File: src/hw/rtl/ppf_pkg.sv
`timescale 1ns / 1ps

package ppf_pkg;

	localparam int unsigned MAX_LEN_DEFAULT = 256;

	localparam int unsigned ADDR_W = 5;
	localparam int unsigned DATA_W = 32;

	localparam logic [8:0] MIN_LENGTH_RESET      = 9'd0;
	localparam logic [8:0] MAX_LENGTH_RESET      = 9'd256;
	localparam logic [4:0] ALLOWED_CLASSES_RESET = 5'd0;
	localparam logic [2:0] MIN_CLASSES_RESET     = 3'd0;
	localparam logic [7:0] MAX_RUN_RESET         = 8'd3;

	localparam logic [7:0] RUN_CAP = 8'd255;

	// register indexes (paddr[4:2])
	localparam logic [2:0] REG_MIN_LENGTH      = 3'd0;
	localparam logic [2:0] REG_MAX_LENGTH      = 3'd1;
	localparam logic [2:0] REG_ALLOWED_CLASSES = 3'd2;
	localparam logic [2:0] REG_MIN_CLASSES     = 3'd3;
	localparam logic [2:0] REG_MAX_RUN         = 3'd4;

	// fail reasons
	localparam logic [2:0] REASON_OK      = 3'd0;
	localparam logic [2:0] REASON_LENGTH  = 3'd1;
	localparam logic [2:0] REASON_CLASS   = 3'd2;
	localparam logic [2:0] REASON_VARIETY = 3'd3;
	localparam logic [2:0] REASON_RUN     = 3'd4;

	// class bits
	localparam logic [4:0] CLASS_LOWER = 5'b00001;
	localparam logic [4:0] CLASS_UPPER = 5'b00010;
	localparam logic [4:0] CLASS_DIGIT = 5'b00100;
	localparam logic [4:0] CLASS_PUNCT = 5'b01000;
	localparam logic [4:0] CLASS_OTHER = 5'b10000;

	typedef struct packed {
		logic [7:0] char_byte;
		logic       has_byte;
		logic       last;
	} ppf_item_t;

	typedef struct packed {
		logic       accept;
		logic [2:0] fail_reason;
		logic [8:0] pw_length;
		logic [4:0] classes_seen;
	} ppf_result_t;

	typedef struct packed {
		logic [8:0] min_length;
		logic [8:0] max_length;
		logic [4:0] allowed_classes;
		logic [2:0] min_classes;
		logic [7:0] max_run;
	} ppf_cfg_t;

	function automatic logic [4:0] class_bit(input logic [7:0] b);
		logic [4:0] c;
		if (b >= 8'h61 && b <= 8'h7A) begin
			c = CLASS_LOWER;
		end else if (b >= 8'h41 && b <= 8'h5A) begin
			c = CLASS_UPPER;
		end else if (b >= 8'h30 && b <= 8'h39) begin
			c = CLASS_DIGIT;
		end else if (b >= 8'h20 && b <= 8'h7E) begin
			c = CLASS_PUNCT;
		end else begin
			c = CLASS_OTHER;
		end
		return c;
	endfunction

	function automatic logic [2:0] popcount5(input logic [4:0] m);
		logic [2:0] n;
		n = 3'd0;
		for (int i = 0; i < 5; i++) begin
			n = n + {2'b00, m[i]};
		end
		return n;
	endfunction

endpackage

File: src/hw/rtl/ppf_regs.sv
`timescale 1ns / 1ps

module ppf_regs
	import ppf_pkg::*;
(
	input  logic              clk,
	input  logic              arst_n,
	input  logic              psel,
	input  logic              penable,
	input  logic              pwrite,
	input  logic [ADDR_W-1:0] paddr,
	input  logic [DATA_W-1:0] pwdata,
	output logic [DATA_W-1:0] prdata,
	output logic              pready,
	output ppf_cfg_t          cfg
);

	ppf_cfg_t   cfg_q;
	logic       wr_en;
	logic [2:0] idx;

	assign pready = 1'b1;
	assign idx    = paddr[4:2];
	assign wr_en  = psel && penable && pwrite;
	assign cfg    = cfg_q;

	always_ff @(posedge clk or negedge arst_n) begin
		if (!arst_n) begin
			cfg_q.min_length      <= MIN_LENGTH_RESET;
			cfg_q.max_length      <= MAX_LENGTH_RESET;
			cfg_q.allowed_classes <= ALLOWED_CLASSES_RESET;
			cfg_q.min_classes     <= MIN_CLASSES_RESET;
			cfg_q.max_run         <= MAX_RUN_RESET;
		end else if (wr_en) begin
			unique case (idx)
				REG_MIN_LENGTH:      cfg_q.min_length      <= pwdata[8:0];
				REG_MAX_LENGTH:      cfg_q.max_length      <= pwdata[8:0];
				REG_ALLOWED_CLASSES: cfg_q.allowed_classes <= pwdata[4:0];
				REG_MIN_CLASSES:     cfg_q.min_classes     <= pwdata[2:0];
				REG_MAX_RUN:         cfg_q.max_run         <= pwdata[7:0];
				default: ;
			endcase
		end
	end

	always_comb begin
		unique case (idx)
			REG_MIN_LENGTH:      prdata = {23'd0, cfg_q.min_length};
			REG_MAX_LENGTH:      prdata = {23'd0, cfg_q.max_length};
			REG_ALLOWED_CLASSES: prdata = {27'd0, cfg_q.allowed_classes};
			REG_MIN_CLASSES:     prdata = {29'd0, cfg_q.min_classes};
			REG_MAX_RUN:         prdata = {24'd0, cfg_q.max_run};
			default:             prdata = '0;
		endcase
	end

endmodule

File: src/hw/rtl/ppf_track.sv
`timescale 1ns / 1ps

module ppf_track
	import ppf_pkg::*;
#(
	parameter int unsigned MAX_LEN = MAX_LEN_DEFAULT
) (
	input  logic        clk,
	input  logic        arst_n,
	input  logic        step,
	input  ppf_item_t   item,
	input  ppf_cfg_t    cfg,
	output ppf_result_t result
);

	localparam int unsigned LEN_W = $clog2(MAX_LEN + 2);
	localparam int unsigned CMP_W = (LEN_W > 9) ? LEN_W : 9;
	localparam logic [LEN_W-1:0] LEN_SAT = LEN_W'(MAX_LEN + 1);

	logic [LEN_W-1:0] len_q, len_d;
	logic [4:0]       seen_q, seen_d;
	logic             bad_q, bad_d;
	logic [7:0]       prev_q, prev_d;
	logic [7:0]       run_q, run_d;
	logic             exceeded_q, exceeded_d;

	logic [4:0]       cls;
	logic             cont;
	logic [8:0]       next_run;
	logic [CMP_W-1:0] len_x;
	logic             len_ok;
	logic [2:0]       need;
	logic [2:0]       have;
	logic [2:0]       reason;

	assign cls      = class_bit(item.char_byte);
	assign cont     = ({1'b0, item.char_byte} == {1'b0, prev_q}) ||
	                  ({1'b0, item.char_byte} == ({1'b0, prev_q} + 9'd1));
	assign next_run = {1'b0, run_q} + 9'd1;

	always_comb begin
		len_d      = len_q;
		seen_d     = seen_q;
		bad_d      = bad_q;
		prev_d     = prev_q;
		run_d      = run_q;
		exceeded_d = exceeded_q;
		if (item.has_byte) begin
			seen_d = seen_q | cls;
			if ((cfg.allowed_classes & cls) == 5'd0) begin
				bad_d = 1'b1;
			end
			if (len_q == '0) begin
				run_d = 8'd1;
			end else if (cont) begin
				if (next_run > {1'b0, cfg.max_run}) begin
					exceeded_d = 1'b1;
				end
				run_d = (run_q == RUN_CAP) ? RUN_CAP : next_run[7:0];
			end else begin
				run_d = 8'd1;
			end
			prev_d = item.char_byte;
			if (len_q != LEN_SAT) begin
				len_d = len_q + LEN_W'(1);
			end
		end
	end

	assign len_x  = CMP_W'(len_d);
	assign len_ok = (len_d != LEN_SAT) &&
	                (len_x >= CMP_W'(cfg.min_length)) &&
	                (len_x <= CMP_W'(cfg.max_length));
	assign need   = (cfg.min_classes == 3'd0) ? popcount5(cfg.allowed_classes)
	                                          : cfg.min_classes;
	assign have   = popcount5(seen_d & cfg.allowed_classes);

	always_comb begin
		priority if (!len_ok) begin
			reason = REASON_LENGTH;
		end else if (bad_d) begin
			reason = REASON_CLASS;
		end else if (have < need) begin
			reason = REASON_VARIETY;
		end else if (exceeded_d || cfg.max_run == 8'd0) begin
			reason = REASON_RUN;
		end else begin
			reason = REASON_OK;
		end
	end

	assign result.accept       = (reason == REASON_OK);
	assign result.fail_reason  = reason;
	assign result.pw_length    = len_x[8:0];
	assign result.classes_seen = seen_d;

	always_ff @(posedge clk or negedge arst_n) begin
		if (!arst_n) begin
			len_q      <= '0;
			seen_q     <= '0;
			bad_q      <= 1'b0;
			prev_q     <= '0;
			run_q      <= '0;
			exceeded_q <= 1'b0;
		end else if (step) begin
			if (item.last) begin
				len_q      <= '0;
				seen_q     <= '0;
				bad_q      <= 1'b0;
				prev_q     <= '0;
				run_q      <= '0;
				exceeded_q <= 1'b0;
			end else begin
				len_q      <= len_d;
				seen_q     <= seen_d;
				bad_q      <= bad_d;
				prev_q     <= prev_d;
				run_q      <= run_d;
				exceeded_q <= exceeded_d;
			end
		end
	end

endmodule

File: src/hw/rtl/password_policy_filter.sv
`timescale 1ns / 1ps
// An accepted item is held in the input register; a closing item's result is then
// registered for the result port. Throughput: one item per cycle while no item
// waits, set by the state update in ppf_track. A closing item waits in the input
// register only while the previous result is still held on the result port.
// Reset: arst_n clears the registers to their defaults and all per-password state.

module password_policy_filter
	import ppf_pkg::*;
#(
	parameter int unsigned MAX_LEN = MAX_LEN_DEFAULT
) (
	input  logic              clk,
	input  logic              arst_n,
	input  logic              psel,
	input  logic              penable,
	input  logic              pwrite,
	input  logic [ADDR_W-1:0] paddr,
	input  logic [DATA_W-1:0] pwdata,
	output logic [DATA_W-1:0] prdata,
	output logic              pready,
	input  logic              item_valid,
	output logic              item_ready,
	input  ppf_item_t         item,
	output logic              result_valid,
	input  logic              result_ready,
	output ppf_result_t       result
);

	ppf_cfg_t    cfg;
	logic        valid_s1;
	ppf_item_t   item_s1;
	logic        advance;
	logic        fire;
	ppf_result_t judged;
	logic        valid_s2;
	ppf_result_t result_s2;

	ppf_regs u_regs (
		.clk     (clk),
		.arst_n  (arst_n),
		.psel    (psel),
		.penable (penable),
		.pwrite  (pwrite),
		.paddr   (paddr),
		.pwdata  (pwdata),
		.prdata  (prdata),
		.pready  (pready),
		.cfg     (cfg)
	);

	ppf_track #(
		.MAX_LEN (MAX_LEN)
	) u_track (
		.clk    (clk),
		.arst_n (arst_n),
		.step   (advance),
		.item   (item_s1),
		.cfg    (cfg),
		.result (judged)
	);

	assign advance    = valid_s1 && (!item_s1.last || !valid_s2 || result_ready);
	assign fire       = advance && item_s1.last;
	assign item_ready = !valid_s1 || advance;

	always_ff @(posedge clk or negedge arst_n) begin
		if (!arst_n) begin
			valid_s1 <= 1'b0;
		end else if (item_ready) begin
			valid_s1 <= item_valid;
		end
	end

	always_ff @(posedge clk) begin
		if (item_valid && item_ready) begin
			item_s1 <= item;
		end
	end

	always_ff @(posedge clk or negedge arst_n) begin
		if (!arst_n) begin
			valid_s2 <= 1'b0;
		end else if (fire) begin
			valid_s2 <= 1'b1;
		end else if (result_ready) begin
			valid_s2 <= 1'b0;
		end
	end

	always_ff @(posedge clk) begin
		if (fire) begin
			result_s2 <= judged;
		end
	end

	assign result_valid = valid_s2;
	assign result       = result_s2;

endmodule

File: config.mk
export PLATFORM = sky130hd
export DESIGN_NAME = password_policy_filter
export DESIGN_NICKNAME = d
export VERILOG_FILES = /design/src/hw/rtl/ppf_pkg.sv /design/src/hw/rtl/ppf_regs.sv /design/src/hw/rtl/ppf_track.sv /design/src/hw/rtl/password_policy_filter.sv
export SDC_FILE = /design/constraint.sdc
export NUM_CORES = 1
export LEC_CHECK = 0
export BUFFER_PORTS_ARGS = -buffer_cell sky130_fd_sc_hd__buf_4
export CORE_MARGIN = 10
export CORE_UTILIZATION = 25
export DETAILED_ROUTE_END_ITERATION = 10
export PLACE_DENSITY = 0.55
export SYNTH_ARGS = -nofsm -noshare
export SYNTH_HDL_FRONTEND = slang
export SYNTH_HIERARCHICAL = 1
export SYNTH_SLANG_ARGS = --single-unit
export TNS_END_PERCENT = 20
File: constraint.sdc
create_clock -name clk -period 4 [get_ports clk]
set_clock_uncertainty 0.05 [all_clocks]
set_input_delay 1 -clock clk [delete_from_list [all_inputs] [get_ports clk]]
set_output_delay 1 -clock clk [all_outputs]
set_load 0.01 [all_outputs]
==> Word level (Yosys, flattened, before mapping) <==
Index checks and enable logic that the tools add are counted.
{ "word_totals": {"register_bits": 96, "latchBits": 0, "mem_bits_rw": 0, "rom_bits": 0, "out_inout_bits": 53, "wordCells": 120, "mem_count": 0} }
{ "op_classes": {"n_addsub": 11, "mul": 0, "div_mod_pow": 0, "magnitude_cmp": 12, "n_eq_ne": 9, "shift": 0, "mux": 32, "bitwise": 3, "n_reduce_logical": 33} }
{ "ops": {"columns": ["operator", "count"], "rows": [
  ["$mux 8", 7],
  ["$pmux 9 s5", 1],
  ["$mux 5", 6],
  ["$mux 9", 3],
  ["$le 8x7->1 const B", 3],
  ["$add 3x1->3", 6],
  ["$add 8x1->9 const B", 2],
  ["$ne 9x9->1 const B", 2],
  ["$ge 8x6->1 const B", 2],
  ["$ge 8x7->1 const B", 2],
  ["$mux 3", 5],
  ["$reduce_and 2->1", 6],
  ["$logic_and 1x1->1", 11],
  ["$and 5x5->5", 2],
  ["$mux 1", 10],
  ["$add 9x1->9 const B", 1],
  ["$eq 8x9->1", 1],
  ["$ge 9x9->1", 1],
  ["$gt 9x8->1", 1],
  ["$le 9x9->1", 1],
  ["$logic_not 3->1", 3],
  ["$logic_not 9->1", 1],
  ["$eq 8x8->1", 1],
  ["$eq 8x8->1 const B", 1],
  ["other kinds (12)", 21]
]} }

==> Logic depth before layout (Yosys ltp) <==
{ "logic_depth": {"ltp_word": 18, "mapped_depth": 16, "mapped_depth_nobuf": 15} }

==> By module <==
The synthesis kept the hierarchy.
{ "by_module_without_submodules": {"columns": ["mod", "n_inst", "cells_per_inst", "area_per_inst_um2", "seq_area_each_um2"], "rows": [
  ["ppf_track", 1, 381, 3124.2, 800.8],
  ["ppf_regs", 1, 148, 1866.8, 854.6],
  ["password_policy_filter", 1, 38, 947.2, 890.9]
]} }

==> Worst setup path before layout <==
Ideal clock, no wire load.
{ "synth_timing": {"kind": "reg2reg", "from": "register item_s1[4] (netlist name)", "to": "register result_s2, in the netlist result[15], data pin", "setup_time_ns": 0.267, "arrival_ns": 3.728, "required_ns": 3.683, "slack_ns": -0.046, "path_stages_with_launch": 16, "period_less_slack_ns": 4.046, "path_cell_list": "edfxtp_1 buf_2 a21oi_1 nor2_1 or4b_1 o31ai_1 nand2_1 fa_1 fa_1 inv_1 ha_1 ha_1 a21o_1 a21oi_1 or3_1 nor2b_1"} }
{ "synth_lines": {"columns": ["element", "line_no", "source"], "rows": [
  ["start: declaration", "password_policy_filter.sv:32", "ppf_item_t item_s1;"],
  ["start signal: assignment", "password_policy_filter.sv:77", "item_s1 <= item;"],
  ["end signal: assignment", "password_policy_filter.sv:93", "result_s2 <= judged;"],
  ["end: declaration", "password_policy_filter.sv:37", "ppf_result_t result_s2;"]
]} }

==> run metrics <==
CTS max path bufs=2; status=finished, final reports clean; detailed router's first-iteration violation count=262; Tmin final=3.96 ns; worst r2r dst=result[15]; RSZ-0062 raised after global routing=true; Yosys top cell by area=dfrtp_1; HP Class=reg2reg; Arr. time, crit path=4.00 ns; Pins Over Slew Limit=0; Core Region=23400 sq um; ANT cells=0; Synth top area share=0.274; R2R Setup Slk=0.04 ns; critical hold path startpoint=u_track/exceeded_q; TritonRoute pass-1 iters=4; worst slack, placed=-0.167 ns; first-pass GRT wire length=23700 microns; IO Pins=107; PD cells=395 nW/um^2; period utilization=0.989; critical path endpoint category=register; P_int=1960 uW; CTS tree=built; num rows=56; Slew headroom=0.404; endpoints failing setup=0; top fanout value on the critical path=4; port bufs=57; sequential fraction of design power=0.446; TritonCTS Buffers=9; antenna violations before repair=0; Peak VDD IR=0.201 mV; Avg Inst Size Synth=10.5 sq um; max frequency=0.253 GHz; die height=174 microns; sw power=860 uW; Initial Utilization=0.254; Least-Margin Pin Slew=0.894 ns; final setup TNS=0 ns; WHS Path Cells=1; prevailing post-synth register cell=dfrtp_1; top post-synthesis cells by area=dfrtp_1, edfxtp_1, ha_1; Mapped Area=5940 sq um; post-DP HPWL=11100 microns; DRC Markers=0; commonest cells after routing, fill and taps aside=buf_4, dfrtp_1, inv_1, ha_1, nand2_1; number of global-route vias before repair=4385; # hold bufs at CTS=0; Critical Setup Path Class=reg2reg; Total Nets Final=731; DIE AREA=30300 sq um; DR vias=4252; final hold violation count=0; largest net degree at the start of global routing=69; die width=174 microns; CTS H-tree depth=3; Comb power frac=0.239; Leak=0.00325 uW; Worst Setup Start Kind=register; setup ws final=0.0432 ns; Skew-Pair Late Insertion Delay=0.35 ns; Area growth, synth to finish=20.0%; Yosys Warn Count=6; Post-synth EDFFs=28; Overall Global Routing Usage=0.0964; post-synth cell types=74; Seq/Total Area, Yosys=0.429; post-DR wirelength/cell=15.1 microns; Critical Path RT=4.04 ns; WHS Endpoint=u_track/exceeded_q; layout cell share with drive strength beyond 1=0.258; Clk pin slew, worst setup/hold paths=0.07 ns; DR vias/cell=4.42; clk sinks=96; ys async rst share=0.708; synthesis-stage register bit count=96; gr ovfl total=0; Syn Inst Count=567; Final ANT Viol Nets=0; clock network power share=0.316; depth of the most critical reg-to-reg path=14; DRT Wirelength=14500 microns; gpl congestion=0.839; start of the worst register-to-register path=item_s1[2]; switching share of total power=0.305; clock root buffer=clkbuf_16; Overall Power=2820 uW; max_cap viols=0; commonest non-fill, non-tap cell in the layout=buf_4
## power by group through the flow
stage	logic (uW)	registers [uW]	clock network [uW]
floorplan	474	1230	0
global placement	646	1280	0
detailed placement	661	1280	0
CTS	676	1260	917
global route	756	1280	959
finish	672	1260	889
## state kept, by name, indices dropped and copies added (netlist names)
register,flops
u_regs/cfg,34
u_track/bad_q,1
u_track/len_q,9
item_s1,10
u_track/prev_q,8
valid_s1,1
u_track/seen_q,5
u_track/run_q,8
result,18
result_valid,1
u_track/exceeded_q,1
## cell type report
class | count | area, sq um
Fill cell | 2456 | 16300
Multi-Input combinational cell | 393 | 3040
Sequential cell | 96 | 2550
Timing Repair Buffer | 84 | 631
Tap cell | 319 | 399
Clock buffer | 9 | 225
Inverter | 54 | 203
Clock inverter | 7 | 78.8
## layer usage
| metal | up-vias | GRT usage | wire length, microns |
|---|---|---|---|
| li1 | 2126 | - | - |
| met1 | 2038 | 0.119 | 6560 |
| met2 | 80 | 0.163 | 7120 |
| met3 | 8 | 0.0264 | 646 |
| met4 | 0 | 0.0242 | 167 |
| met5 | - | 0 | 0 |
## what timing repair did
| item | in CTS | in global routing |
|---|---|---|
| pin swaps | 7 | 5 |
| endpoints found under the setup margin | 3 | 3 |
| buffers inserted | 3 | 1 |
| endpoints found under the hold margin | 0 | 0 |
| gates resized for setup | 6 | 3 |
## per-stage QoR
stage	instances	area, sq um	hold slack [ns]	util
after floorplan	589	6030	0.418	-
after global placement	942	6750	0.453	0.288
after detailed placement	942	6750	0.463	0.288
after CTS	961	7110	0.479	0.304
after global routing	962	7130	0.496	0.305
final	962	7130	0.467	0.305
## worst max-delay path, cell delays in order, from the launching register on
cell	delay (ns)
edfxtp_1	0.42
a21oi_2	0.17
nor2_1	0.06
or4b_4	0.56
o31ai_4	0.21
nand2_1	0.10
fa_1	0.48
fa_2	0.33
inv_1	0.06
ha_1	0.22
ha_1	0.28
a21o_1	0.14
a21oi_2	0.08
or3_4	0.39
nor2b_1	0.14
## Yosys cell counts, drive strengths merged (14+ instances only)
master and count:
o21ai 22, dfrtp 65, nand2 30, buf 34
edfxtp 28, inv 54, ha 35, mux2 37
o22ai 16, nor2 26, and3 14, a21oi 30
xnor2 18
## logic make-up (layout without fill, tap and decap cells)
| group | Yosys count | in the layout | synth area share |
|---|---|---|---|
| adders and majority gates | 39 | 39 | 0.0872 |
| AOI/OAI and AO/OA | 119 | 119 | 0.136 |
| xor gates and xnor gates | 25 | 25 | 0.0381 |
| other | 2 | 24 | 0.00126 |
| DFF | 96 | 96 | 0.429 |
| buffers and inverters | 100 | 154 | 0.0820 |
| muxes | 46 | 46 | 0.0910 |
| and+or+nand+nor | 140 | 140 | 0.136 |
## how the worst max path moves through the flow
| stage | start | to | cells after the start | slack (ns) |
|---|---|---|---|---|
| finish | item_s1[2] | result[15] | 14 | 0.04 |
| global route | item_s1[2] | result[15] | 14 | -0.10 |
| CTS | item_s1[3] | result[15] | 14 | 0.04 |
| detailed placement | item_s1[2] | result[15] | 15 | -0.17 |
| global placement | item_s1[2] | result[15] | 15 | -0.12 |
| floorplan | item_s1[4] | result[15] | 15 | 0.01 |
Note: power is estimated with default switching activity, not from simulation.
